## src/sv/rcss_pkg.sv

```systemverilog
package rcss_pkg;

  // Request types (in_tdata[2:0])
  localparam logic [2:0] REQ_INIT      = 3'd0;
  localparam logic [2:0] REQ_CLOSE     = 3'd1;
  localparam logic [2:0] REQ_EVENT     = 3'd2;
  localparam logic [2:0] REQ_BROADCAST = 3'd3;
  localparam logic [2:0] REQ_ID_REPORT = 3'd4;

  // Channel event codes
  localparam logic [2:0] EV_OK      = 3'd0;
  localparam logic [2:0] EV_TIMEOUT = 3'd1;
  localparam logic [2:0] EV_RX_FAIL = 3'd2;
  localparam logic [2:0] EV_CLOSED  = 3'd3;

  // Acknowledged command ids
  localparam logic [3:0] ACK_ASSIGN   = 4'd0;
  localparam logic [3:0] ACK_ID       = 4'd1;
  localparam logic [3:0] ACK_FREQ     = 4'd2;
  localparam logic [3:0] ACK_PERIOD   = 4'd3;
  localparam logic [3:0] ACK_TIMEOUT  = 4'd4;
  localparam logic [3:0] ACK_OPEN     = 4'd5;
  localparam logic [3:0] ACK_CLOSE    = 4'd6;
  localparam logic [3:0] ACK_UNASSIGN = 4'd7;

  // Command codes sent to the stick
  localparam logic [3:0] CMD_ASSIGN       = 4'd0;
  localparam logic [3:0] CMD_SET_ID       = 4'd1;
  localparam logic [3:0] CMD_FREQ         = 4'd2;
  localparam logic [3:0] CMD_PERIOD       = 4'd3;
  localparam logic [3:0] CMD_TIMEOUT      = 4'd4;
  localparam logic [3:0] CMD_OPEN         = 4'd5;
  localparam logic [3:0] CMD_CLOSE        = 4'd6;
  localparam logic [3:0] CMD_UNASSIGN     = 4'd7;
  localparam logic [3:0] CMD_REQ_ID       = 4'd8;
  localparam logic [3:0] CMD_INF_TIMEOUT  = 4'd9;

  // Notifications
  localparam logic [1:0] NTF_NONE     = 2'd0;
  localparam logic [1:0] NTF_TIMEOUT  = 2'd1;
  localparam logic [1:0] NTF_FOUND    = 2'd2;
  localparam logic [1:0] NTF_FINISHED = 2'd3;

  // State codes as reported on state_now
  localparam logic [3:0] SC_CLOSED     = 4'd0;
  localparam logic [3:0] SC_ASSIGNED   = 4'd1;
  localparam logic [3:0] SC_ID         = 4'd2;
  localparam logic [3:0] SC_FREQ       = 4'd3;
  localparam logic [3:0] SC_PERIOD     = 4'd4;
  localparam logic [3:0] SC_TIMEOUT    = 4'd5;
  localparam logic [3:0] SC_OPENED     = 4'd6;
  localparam logic [3:0] SC_SEARCHING  = 4'd7;
  localparam logic [3:0] SC_TRACKING   = 4'd8;
  localparam logic [3:0] SC_UNASSIGNED = 4'd9;

  // Configuration register indexes
  localparam logic [2:0] CFG_CHANNEL_NUMBER = 3'd0;
  localparam logic [2:0] CFG_SENSOR_TYPE    = 3'd1;
  localparam logic [2:0] CFG_CHANNEL_PERIOD = 3'd2;
  localparam logic [2:0] CFG_INITIAL_DEVICE = 3'd3;
  localparam logic [2:0] CFG_MASTER_MODE    = 3'd4;
  localparam logic [2:0] CFG_SEARCH_TIMEOUT = 3'd5;

  localparam logic [15:0] MASTER_CHANNEL_TYPE = 16'h0010;
  localparam logic [15:0] RST_CHANNEL_PERIOD  = 16'd8192;
  localparam logic [7:0]  RST_SEARCH_TIMEOUT  = 8'd10;

  typedef enum logic [9:0] {
    ST_CLOSED     = 10'b00_0000_0001,
    ST_ASSIGNED   = 10'b00_0000_0010,
    ST_ID         = 10'b00_0000_0100,
    ST_FREQ       = 10'b00_0000_1000,
    ST_PERIOD     = 10'b00_0001_0000,
    ST_TIMEOUT    = 10'b00_0010_0000,
    ST_OPENED     = 10'b00_0100_0000,
    ST_SEARCHING  = 10'b00_1000_0000,
    ST_TRACKING   = 10'b01_0000_0000,
    ST_UNASSIGNED = 10'b10_0000_0000
  } chan_state_t;

  typedef struct packed {
    logic        cmd_valid;
    logic [3:0]  cmd_code;
    logic [7:0]  cmd_channel;
    logic [15:0] cmd_arg;
    logic [7:0]  cmd_dev_type;
    logic [1:0]  notify;
    logic [15:0] notify_device;
    logic [3:0]  state_now;
    logic        id_mismatch;
  } result_t;

  function automatic logic [3:0] state_code(chan_state_t s);
    logic [3:0] c;
    unique case (s)
      ST_CLOSED:     c = SC_CLOSED;
      ST_ASSIGNED:   c = SC_ASSIGNED;
      ST_ID:         c = SC_ID;
      ST_FREQ:       c = SC_FREQ;
      ST_PERIOD:     c = SC_PERIOD;
      ST_TIMEOUT:    c = SC_TIMEOUT;
      ST_OPENED:     c = SC_OPENED;
      ST_SEARCHING:  c = SC_SEARCHING;
      ST_TRACKING:   c = SC_TRACKING;
      ST_UNASSIGNED: c = SC_UNASSIGNED;
      default:       c = SC_CLOSED;
    endcase
    return c;
  endfunction

endpackage

```

## src/sv/radio_channel_setup_sequencer.sv

```systemverilog
// Channel   | Direction | Handshake            | Payload
// ----------+-----------+----------------------+-----------------------------------
// in_       | slave     | in_tvalid/in_tready  | in_tdata  32b: one host request or event
// out_      | master    | out_tvalid/out_tready| out_tdata 64b: one result per request
// cfg_      | slave     | cfg_valid/cfg_ready  | cfg_index 3b, cfg_data 16b
//
// Each request is decoded and the result register is loaded at the edge that
// accepts it, so one request per cycle is sustained while out_tready is high.
// out_tvalid rises in the cycle after the accept. The single output register
// sets the rate. in_tready drops only while a result is held and out_tready is low.
// rst_n is synchronous, active low; it empties the output and restores the state
// and configuration reset values. cfg_ready is always high.
module radio_channel_setup_sequencer (
  input  logic        clk,
  input  logic        rst_n,
  input  logic        in_tvalid,
  output logic        in_tready,
  // [2:0] req_type, [5:3] event_code, [9:6] ack_id, [25:10] reported_device, rest 0
  input  logic [31:0] in_tdata,
  output logic        out_tvalid,
  input  logic        out_tready,
  // [0] cmd_valid, [4:1] cmd_code, [12:5] cmd_channel, [28:13] cmd_arg,
  // [36:29] cmd_dev_type, [38:37] notify, [54:39] notify_device,
  // [58:55] state_now, [59] id_mismatch, [63:60] zero
  output logic [63:0] out_tdata,
  input  logic        cfg_valid,
  output logic        cfg_ready,
  input  logic [2:0]  cfg_index,
  input  logic [15:0] cfg_data
);

  // Configuration registers
  logic [7:0]  channel_number_r;
  logic [7:0]  sensor_type_r;
  logic [15:0] channel_period_r;
  logic [15:0] initial_device_r;
  logic        master_mode_r;
  logic [7:0]  search_timeout_r;

  // Channel state and paired device
  rcss_pkg::chan_state_t state_r, state_nxt;
  logic [15:0] device_r, device_nxt;

  // Result register
  logic              out_valid_r;
  rcss_pkg::result_t res_r, res_nxt;

  logic        in_acc;
  logic [2:0]  req_type;
  logic [2:0]  event_code;
  logic [3:0]  ack_id;
  logic [15:0] reported_device;
  logic [3:0]  ack_expect;
  logic        ack_checked;

  assign cfg_ready = 1'b1;
  assign in_tready = !out_valid_r || out_tready;
  assign in_acc    = in_tvalid && in_tready;

  assign req_type        = in_tdata[2:0];
  assign event_code      = in_tdata[5:3];
  assign ack_id          = in_tdata[9:6];
  assign reported_device = in_tdata[25:10];

  assign out_tvalid = out_valid_r;
  assign out_tdata  = {4'b0, res_r.id_mismatch, res_r.state_now, res_r.notify_device,
                       res_r.notify, res_r.cmd_dev_type, res_r.cmd_arg,
                       res_r.cmd_channel, res_r.cmd_code, res_r.cmd_valid};

  // Command id each state waits for on an ok response; searching expects none.
  always_comb begin
    ack_checked = 1'b1;
    ack_expect  = rcss_pkg::ACK_ASSIGN;
    unique case (state_r)
      rcss_pkg::ST_ASSIGNED:   ack_expect = rcss_pkg::ACK_ASSIGN;
      rcss_pkg::ST_ID:         ack_expect = rcss_pkg::ACK_ID;
      rcss_pkg::ST_FREQ:       ack_expect = rcss_pkg::ACK_FREQ;
      rcss_pkg::ST_PERIOD:     ack_expect = rcss_pkg::ACK_PERIOD;
      rcss_pkg::ST_TIMEOUT:    ack_expect = rcss_pkg::ACK_TIMEOUT;
      rcss_pkg::ST_OPENED:     ack_expect = rcss_pkg::ACK_OPEN;
      rcss_pkg::ST_CLOSED:     ack_expect = rcss_pkg::ACK_CLOSE;
      rcss_pkg::ST_UNASSIGNED: ack_expect = rcss_pkg::ACK_UNASSIGN;
      // tracking waits for the timeout acknowledge of the infinite timeout command
      rcss_pkg::ST_TRACKING:   ack_expect = rcss_pkg::ACK_TIMEOUT;
      rcss_pkg::ST_SEARCHING:  ack_checked = 1'b0;
      default:                 ack_checked = 1'b0;
    endcase
  end

  // Decode one request into the next state and its result.
  always_comb begin
    state_nxt  = state_r;
    device_nxt = device_r;
    res_nxt    = '0;

    case (req_type)
      rcss_pkg::REQ_INIT: begin
        device_nxt          = initial_device_r;
        res_nxt.cmd_valid   = 1'b1;
        res_nxt.cmd_code    = rcss_pkg::CMD_ASSIGN;
        res_nxt.cmd_arg     = master_mode_r ? rcss_pkg::MASTER_CHANNEL_TYPE : 16'd0;
        state_nxt           = rcss_pkg::ST_ASSIGNED;
      end
      rcss_pkg::REQ_CLOSE: begin
        res_nxt.cmd_valid = 1'b1;
        res_nxt.cmd_code  = rcss_pkg::CMD_CLOSE;
        state_nxt         = rcss_pkg::ST_CLOSED;
      end
      rcss_pkg::REQ_EVENT: begin
        case (event_code)
          rcss_pkg::EV_OK: begin
            res_nxt.id_mismatch = ack_checked && (ack_id != ack_expect);
            unique case (state_r)
              rcss_pkg::ST_ASSIGNED: begin
                res_nxt.cmd_valid    = 1'b1;
                res_nxt.cmd_code     = rcss_pkg::CMD_SET_ID;
                res_nxt.cmd_arg      = device_r;
                res_nxt.cmd_dev_type = sensor_type_r;
                state_nxt            = rcss_pkg::ST_ID;
              end
              rcss_pkg::ST_ID: begin
                res_nxt.cmd_valid = 1'b1;
                res_nxt.cmd_code  = rcss_pkg::CMD_FREQ;
                state_nxt         = rcss_pkg::ST_FREQ;
              end
              rcss_pkg::ST_FREQ: begin
                res_nxt.cmd_valid = 1'b1;
                res_nxt.cmd_code  = rcss_pkg::CMD_PERIOD;
                res_nxt.cmd_arg   = channel_period_r;
                state_nxt         = rcss_pkg::ST_PERIOD;
              end
              rcss_pkg::ST_PERIOD: begin
                // master skips the search timeout step
                res_nxt.cmd_valid = 1'b1;
                if (master_mode_r) begin
                  res_nxt.cmd_code = rcss_pkg::CMD_OPEN;
                  state_nxt        = rcss_pkg::ST_OPENED;
                end else begin
                  res_nxt.cmd_code = rcss_pkg::CMD_TIMEOUT;
                  res_nxt.cmd_arg  = {8'd0, search_timeout_r};
                  state_nxt        = rcss_pkg::ST_TIMEOUT;
                end
              end
              rcss_pkg::ST_TIMEOUT: begin
                res_nxt.cmd_valid = 1'b1;
                res_nxt.cmd_code  = rcss_pkg::CMD_OPEN;
                state_nxt         = rcss_pkg::ST_OPENED;
              end
              rcss_pkg::ST_OPENED: begin
                state_nxt = rcss_pkg::ST_SEARCHING;
              end
              rcss_pkg::ST_UNASSIGNED: begin
                res_nxt.notify = rcss_pkg::NTF_FINISHED;
              end
              default: begin
                // closed, searching, tracking: hold state
              end
            endcase
          end
          rcss_pkg::EV_TIMEOUT: begin
            res_nxt.notify    = rcss_pkg::NTF_TIMEOUT;
            res_nxt.cmd_valid = 1'b1;
            res_nxt.cmd_code  = rcss_pkg::CMD_UNASSIGN;
            state_nxt         = rcss_pkg::ST_UNASSIGNED;
          end
          rcss_pkg::EV_CLOSED: begin
            if (state_r != rcss_pkg::ST_UNASSIGNED) begin
              res_nxt.cmd_valid = 1'b1;
              res_nxt.cmd_code  = rcss_pkg::CMD_UNASSIGN;
              state_nxt         = rcss_pkg::ST_UNASSIGNED;
            end
          end
          default: begin
            // rx fail and other events: drop
          end
        endcase
      end
      rcss_pkg::REQ_BROADCAST: begin
        if (state_r == rcss_pkg::ST_SEARCHING) begin
          res_nxt.cmd_valid = 1'b1;
          res_nxt.cmd_code  = rcss_pkg::CMD_REQ_ID;
          state_nxt         = rcss_pkg::ST_TRACKING;
        end
      end
      rcss_pkg::REQ_ID_REPORT: begin
        device_nxt            = reported_device;
        state_nxt             = rcss_pkg::ST_TRACKING;
        res_nxt.notify        = rcss_pkg::NTF_FOUND;
        res_nxt.notify_device = reported_device;
        res_nxt.cmd_valid     = 1'b1;
        res_nxt.cmd_code      = rcss_pkg::CMD_INF_TIMEOUT;
      end
      default: begin
        // unknown request: no command, no change
      end
    endcase

    if (res_nxt.cmd_valid) begin
      res_nxt.cmd_channel = channel_number_r;
    end
    res_nxt.state_now = rcss_pkg::state_code(state_nxt);
  end

  // Configuration writes
  always_ff @(posedge clk) begin
    if (!rst_n) begin
      channel_number_r <= 8'd0;
      sensor_type_r    <= 8'd0;
      channel_period_r <= rcss_pkg::RST_CHANNEL_PERIOD;
      initial_device_r <= 16'd0;
      master_mode_r    <= 1'b0;
      search_timeout_r <= rcss_pkg::RST_SEARCH_TIMEOUT;
    end else if (cfg_valid && cfg_ready) begin
      unique case (cfg_index)
        rcss_pkg::CFG_CHANNEL_NUMBER: channel_number_r <= cfg_data[7:0];
        rcss_pkg::CFG_SENSOR_TYPE:    sensor_type_r    <= cfg_data[7:0];
        rcss_pkg::CFG_CHANNEL_PERIOD: channel_period_r <= cfg_data;
        rcss_pkg::CFG_INITIAL_DEVICE: initial_device_r <= cfg_data;
        rcss_pkg::CFG_MASTER_MODE:    master_mode_r    <= cfg_data[0];
        rcss_pkg::CFG_SEARCH_TIMEOUT: search_timeout_r <= cfg_data[7:0];
        default: begin
          // writes past the register list are dropped
        end
      endcase
    end
  end

  // Channel state and device are loaded from the decode on every accepted request
  always_ff @(posedge clk) begin
    if (!rst_n) begin
      state_r  <= rcss_pkg::ST_CLOSED;
      device_r <= 16'd0;
    end else if (in_acc) begin
      state_r  <= state_nxt;
      device_r <= device_nxt;
    end
  end

  // Output register: load on accept, clear valid once taken
  always_ff @(posedge clk) begin
    if (!rst_n) begin
      out_valid_r <= 1'b0;
    end else if (in_acc) begin
      out_valid_r <= 1'b1;
    end else if (out_tready) begin
      out_valid_r <= 1'b0;
    end
  end

  always_ff @(posedge clk) begin
    if (in_acc) begin
      res_r <= res_nxt;
    end
  end

endmodule

```

## config.mk

```make
export PLATFORM = sky130hd
export DESIGN_NAME = radio_channel_setup_sequencer
export DESIGN_NICKNAME = d
export VERILOG_FILES = /design/src/sv/rcss_pkg.sv /design/src/sv/radio_channel_setup_sequencer.sv
export SDC_FILE = /design/constraint.sdc
export NUM_CORES = 1
export LEC_CHECK = 0
export ABC_AREA = 1
export BUFFER_PORTS_ARGS = -buffer_cell sky130_fd_sc_hd__buf_4
export CAP_MARGIN = 15
export CORE_AREA = 2 2 123 125
export CTS_CLUSTER_DIAMETER = 60
export DETAILED_ROUTE_END_ITERATION = 10
export DIE_AREA = 0 0 125 127
export PLACE_DENSITY = 0.65
export SLEW_MARGIN = 15
export SYNTH_ARGS = -nofsm -noshare
export SYNTH_HDL_FRONTEND = slang
export SYNTH_SLANG_ARGS = --single-unit
```

## constraint.sdc

```tcl
create_clock -name clk -period 2.39 [get_ports clk]
set_clock_uncertainty 0.05 [all_clocks]
set_input_delay 0 -clock clk [delete_from_list [all_inputs] [get_ports clk]]
set_output_delay 0 -clock clk [all_outputs]
set_load 0.05 [all_outputs]
```

==> impl_metrics.env <==
export IMPL_detail_route_vias_per_cell=5.05
export IMPL_io_buffer_count=111
export IMPL_standard_cell_core_area_sq_um=14400
export IMPL_crit_fanout=8
export IMPL_first_global_vias=5503
export IMPL_status="finished, final reports clean"
export IMPL_combined_area_of_the_multi_input_logic_cells_sq_um=2410
export IMPL_placement_rows=44
export IMPL_ioPinCount=123
export IMPL_dr_pass1_iters=5
export IMPL_drc=0
export IMPL_cell_count_after_synthesis=786
export IMPL_grt_setup_unrepaired="false"
export IMPL_place_congestion=0.924
export IMPL_design_power_total_mw=6.19
export IMPL_synth_seq_area_share=0.544
export IMPL_ff_latch_area_sq_um=3490
export IMPL_fin_setup_tns_ns=0
export IMPL_clkSinkCount=144
export IMPL_hold_path_class="input port to register"
export IMPL_powerDensity_nw_per_um2=717
export IMPL_synth_seq_cells=144
export IMPL_wirelength_um=17800
export IMPL_fp_dieW_um=125
export IMPL_critical_path_startpoint_type="register"
export IMPL_design_die_area_sq_um=15900
export IMPL_worst_pin_slew_ns=0.623
export IMPL_final_max_slew_violation_count=0
export IMPL_floorplan_die_height_um=127
export IMPL_path_type_of_the_worst_setup_path="register to register"
export IMPL_dr_first_iter_drc_count=405
export IMPL_clock_root_buffer="sky130_fd_sc_hd__clkbuf_16"
export IMPL_via_count=5842
export IMPL_postLayoutSetupSlackWorst_ns=0.194
export IMPL_synth_cell_type_count=36
export IMPL_vdd_drop_max_v=0.000501
export IMPL_wl_per_cell_um=15.4
export IMPL_clk_pin_slew_worst_paths_ns=0.06
export IMPL_detailedPlace_worstSlack_ns=0.138
export IMPL_max_cap_viol_count=0
export IMPL_cts_setup_buffers=0
export IMPL_post_route_cells_drive_above_1_share=0.215
export IMPL_most_used_flip_flop_cell_after_synthesis="sky130_fd_sc_hd__dfxtp_1"
export IMPL_cts_htree_levels=4
export IMPL_yosys_warnings=0
export IMPL_place_inst=1078
export IMPL_numCtsBuffers=17
export IMPL_static_leakage_nw=3.75
export IMPL_hpwlAfterDp_um=12000
export IMPL_worst_skew_pair_late_latency_ns=0.42
export IMPL_maximum_number_of_pins_on_one_net_before_global_route_repair=44
export IMPL_netlist_area_sq_um=6400
export IMPL_finish_utilization=0.599
export IMPL_crit_arrival_ns=2.32
export IMPL_layout_nets=1016
export IMPL_fmax_ghz=0.455
export IMPL_critPathRequiredTime_ns=2.51
export IMPL_cts_buffer_depth=2
export IMPL_finalHoldViolations=0
export IMPL_synth_async_reset_ratio=0
export IMPL_initial_antenna_violation_count=0
export IMPL_antenna_left=0
export IMPL_globalRouteTotalUtil=0.226
export IMPL_number_of_enable_flip_flop_cells_after_synthesis=60
export IMPL_initial_utilization=0.444
export IMPL_critical_path_endpoint_type="register"
export IMPL_final_instance_count_excl_fill=1156
export IMPL_num_fill_cells=1312
export IMPL_antennaDiodeCount=0
export IMPL_cts_tree="done"
export IMPL_area_grow_syn2layout_pct=34.9
export IMPL_time_the_final_worst_path_needs_with_i_o_delays_and_setup_ns=2.20
export IMPL_grt_first_pass_wirelength_um=28300
export IMPL_final_period_utilization=0.919
export IMPL_slew_limit_headroom=0.584
export IMPL_avgSynthCellArea_sq_um=8.15
export IMPL_final_setup_viol_count=0
export IMPL_grt_overflow_total=0
sequential cells by signal (all words and copies together), names as in the netlist:
| register | flops |
|---|---|
| channel_number_r | 8 |
| channel_period_r | 16 |
| device_r | 16 |
| initial_device_r | 16 |
| master_mode_r | 1 |
| out_tdata | 60 |
| out_tvalid | 1 |
| search_timeout_r | 8 |
| sensor_type_r | 8 |
| state_r | 10 |
power by group:
group          total (mW)  internal [mW]  switching [mW]
Clock                2.54           1.55           0.988
Combinational       0.920          0.316           0.604
Sequential           2.74           2.68          0.0555
what timing repair did:
action                                  4_1_cts  5_1_grt
hold buffers                                 46        0
endpoints found under the setup margin        0        9
gates resized for setup                       0       10
hold endpoints to repair                     91        0
cell usage in the layout (no fill, tap or decap), types with 3 or more instances in the layout:
cell | synthesis | routed
sky130_fd_sc_hd__nor2_1 | 106 | 105
sky130_fd_sc_hd__o211ai_1 | 5 | 5
sky130_fd_sc_hd__dlygate4sd3_1 | 0 | 46
sky130_fd_sc_hd__nor2_4 | 3 | 7
sky130_fd_sc_hd__buf_12 | 0 | 4
sky130_fd_sc_hd__nand2_1 | 120 | 120
sky130_fd_sc_hd__clkbuf_1 | 25 | 7
sky130_fd_sc_hd__inv_1 | 99 | 99
sky130_fd_sc_hd__nand2_2 | 12 | 13
sky130_fd_sc_hd__a21oi_1 | 73 | 73
sky130_fd_sc_hd__a31oi_1 | 12 | 12
sky130_fd_sc_hd__dfxtp_1 | 84 | 79
sky130_fd_sc_hd__edfxtp_1 | 60 | 60
sky130_fd_sc_hd__dfxtp_2 | 0 | 5
sky130_fd_sc_hd__inv_2 | 7 | 7
sky130_fd_sc_hd__clkinv_2 | 0 | 3
sky130_fd_sc_hd__nand4_1 | 8 | 8
sky130_fd_sc_hd__conb_1 | 2 | 5
sky130_fd_sc_hd__o21ai_0 | 83 | 83
sky130_fd_sc_hd__buf_4 | 5 | 133
sky130_fd_sc_hd__clkbuf_16 | 0 | 19
sky130_fd_sc_hd__nor2_2 | 13 | 10
sky130_fd_sc_hd__nand3_1 | 33 | 33
sky130_fd_sc_hd__nor3_1 | 15 | 15
logic make-up (layout without fill, tap and decap cells):
kind of cell              count (synthesis)  count (layout)  share of synthesized area
AOI/OAI and AO/OA                       183             183                      0.151
DFF                                     144             144                      0.544
other                                     2               5                    0.00117
xor gates and xnor gates                  3               3                    0.00410
buffers and inverters                   140             322                     0.0854
and+or+nand+nor                         314             315                      0.214
routing by layer:
metal	track usage	vias up	part of all wire	wire length [um]
met5	0	-	0	0
met4	0.0804	0	0.018	329
met3	0.0444	25	0.053	953
met2	0.374	188	0.48	8540
met1	0.299	2696	0.45	8020
li1	-	2933	-	-
synth_stat cells (all sizes together), types with 2 or more instances:
| library cell | n | share of area |
|---|---|---|
| nor2 | 122 | 0.080 |
| a21boi | 2 | 0.0023 |
| inv | 106 | 0.062 |
| clkinv | 2 | 0.0012 |
| nand4 | 8 | 0.0078 |
| buf | 7 | 0.0074 |
| conb | 2 | 0.0012 |
| xnor2 | 2 | 0.0027 |
| clkbuf | 25 | 0.015 |
| a21oi | 74 | 0.058 |
| edfxtp | 60 | 0.28 |
| o21ai | 85 | 0.066 |
| nand3 | 34 | 0.027 |
| dfxtp | 84 | 0.26 |
| a31oi | 12 | 0.012 |
| nand2 | 133 | 0.084 |
| o211ai | 5 | 0.0059 |
| nor3 | 16 | 0.014 |
area by class of cell:
cell class	instances	area share
Tap cell	184	0.0267
Inverter	108	0.0475
Clock inverter	5	0.00623
Multi-Input combinational cell	506	0.279
Sequential cell	144	0.404
Clock buffer	26	0.0581
Timing Repair Buffer	183	0.178
critical path, cell delays in order, from the launching register on:
cell	delay (ns)
sky130_fd_sc_hd__dfxtp_1	0.36
sky130_fd_sc_hd__nor2_4	0.20
sky130_fd_sc_hd__nand3_1	0.15
sky130_fd_sc_hd__a21oi_1	0.27
sky130_fd_sc_hd__nor2_2	0.09
sky130_fd_sc_hd__nand2_1	0.12
sky130_fd_sc_hd__nand4_1	0.21
sky130_fd_sc_hd__nand2_2	0.16
sky130_fd_sc_hd__nor2_2	0.05
sky130_fd_sc_hd__nand2_1	0.05
sky130_fd_sc_hd__nor2_1	0.05
sky130_fd_sc_hd__nand2_1	0.05
sky130_fd_sc_hd__nand2_1	0.05
sky130_fd_sc_hd__inv_1	0.04
sky130_fd_sc_hd__nand2_1	0.04
per-stage QoR:
step	hold slack, ns	cell area [sq um]
CTS	0.00918	8600
finish	0.0246	8640
global placement	0.180	7590
global route	0.0436	8640
floorplan	0.0761	6420
detailed placement	0.185	7590
worst paths after layout:
kind	end	startpoint	cells after the start	slack, ns
worst min register to register	initial_device_r[3]$_SDFFE_PN0P_	initial_device_r[3]$_SDFFE_PN0P_	2	0.39
worst max-delay path	out_tdata[55]$_DFFE_PP_	state_r[9]$_SDFFE_PN0P_	14	0.19
worst min-delay path	out_tdata[4]$_DFFE_PP_	in_tdata[1]	3	0.02
worst max register to register	out_tdata[55]$_DFFE_PP_	state_r[9]$_SDFFE_PN0P_	14	0.19
Note: power is estimated with default switching activity, not from simulation.
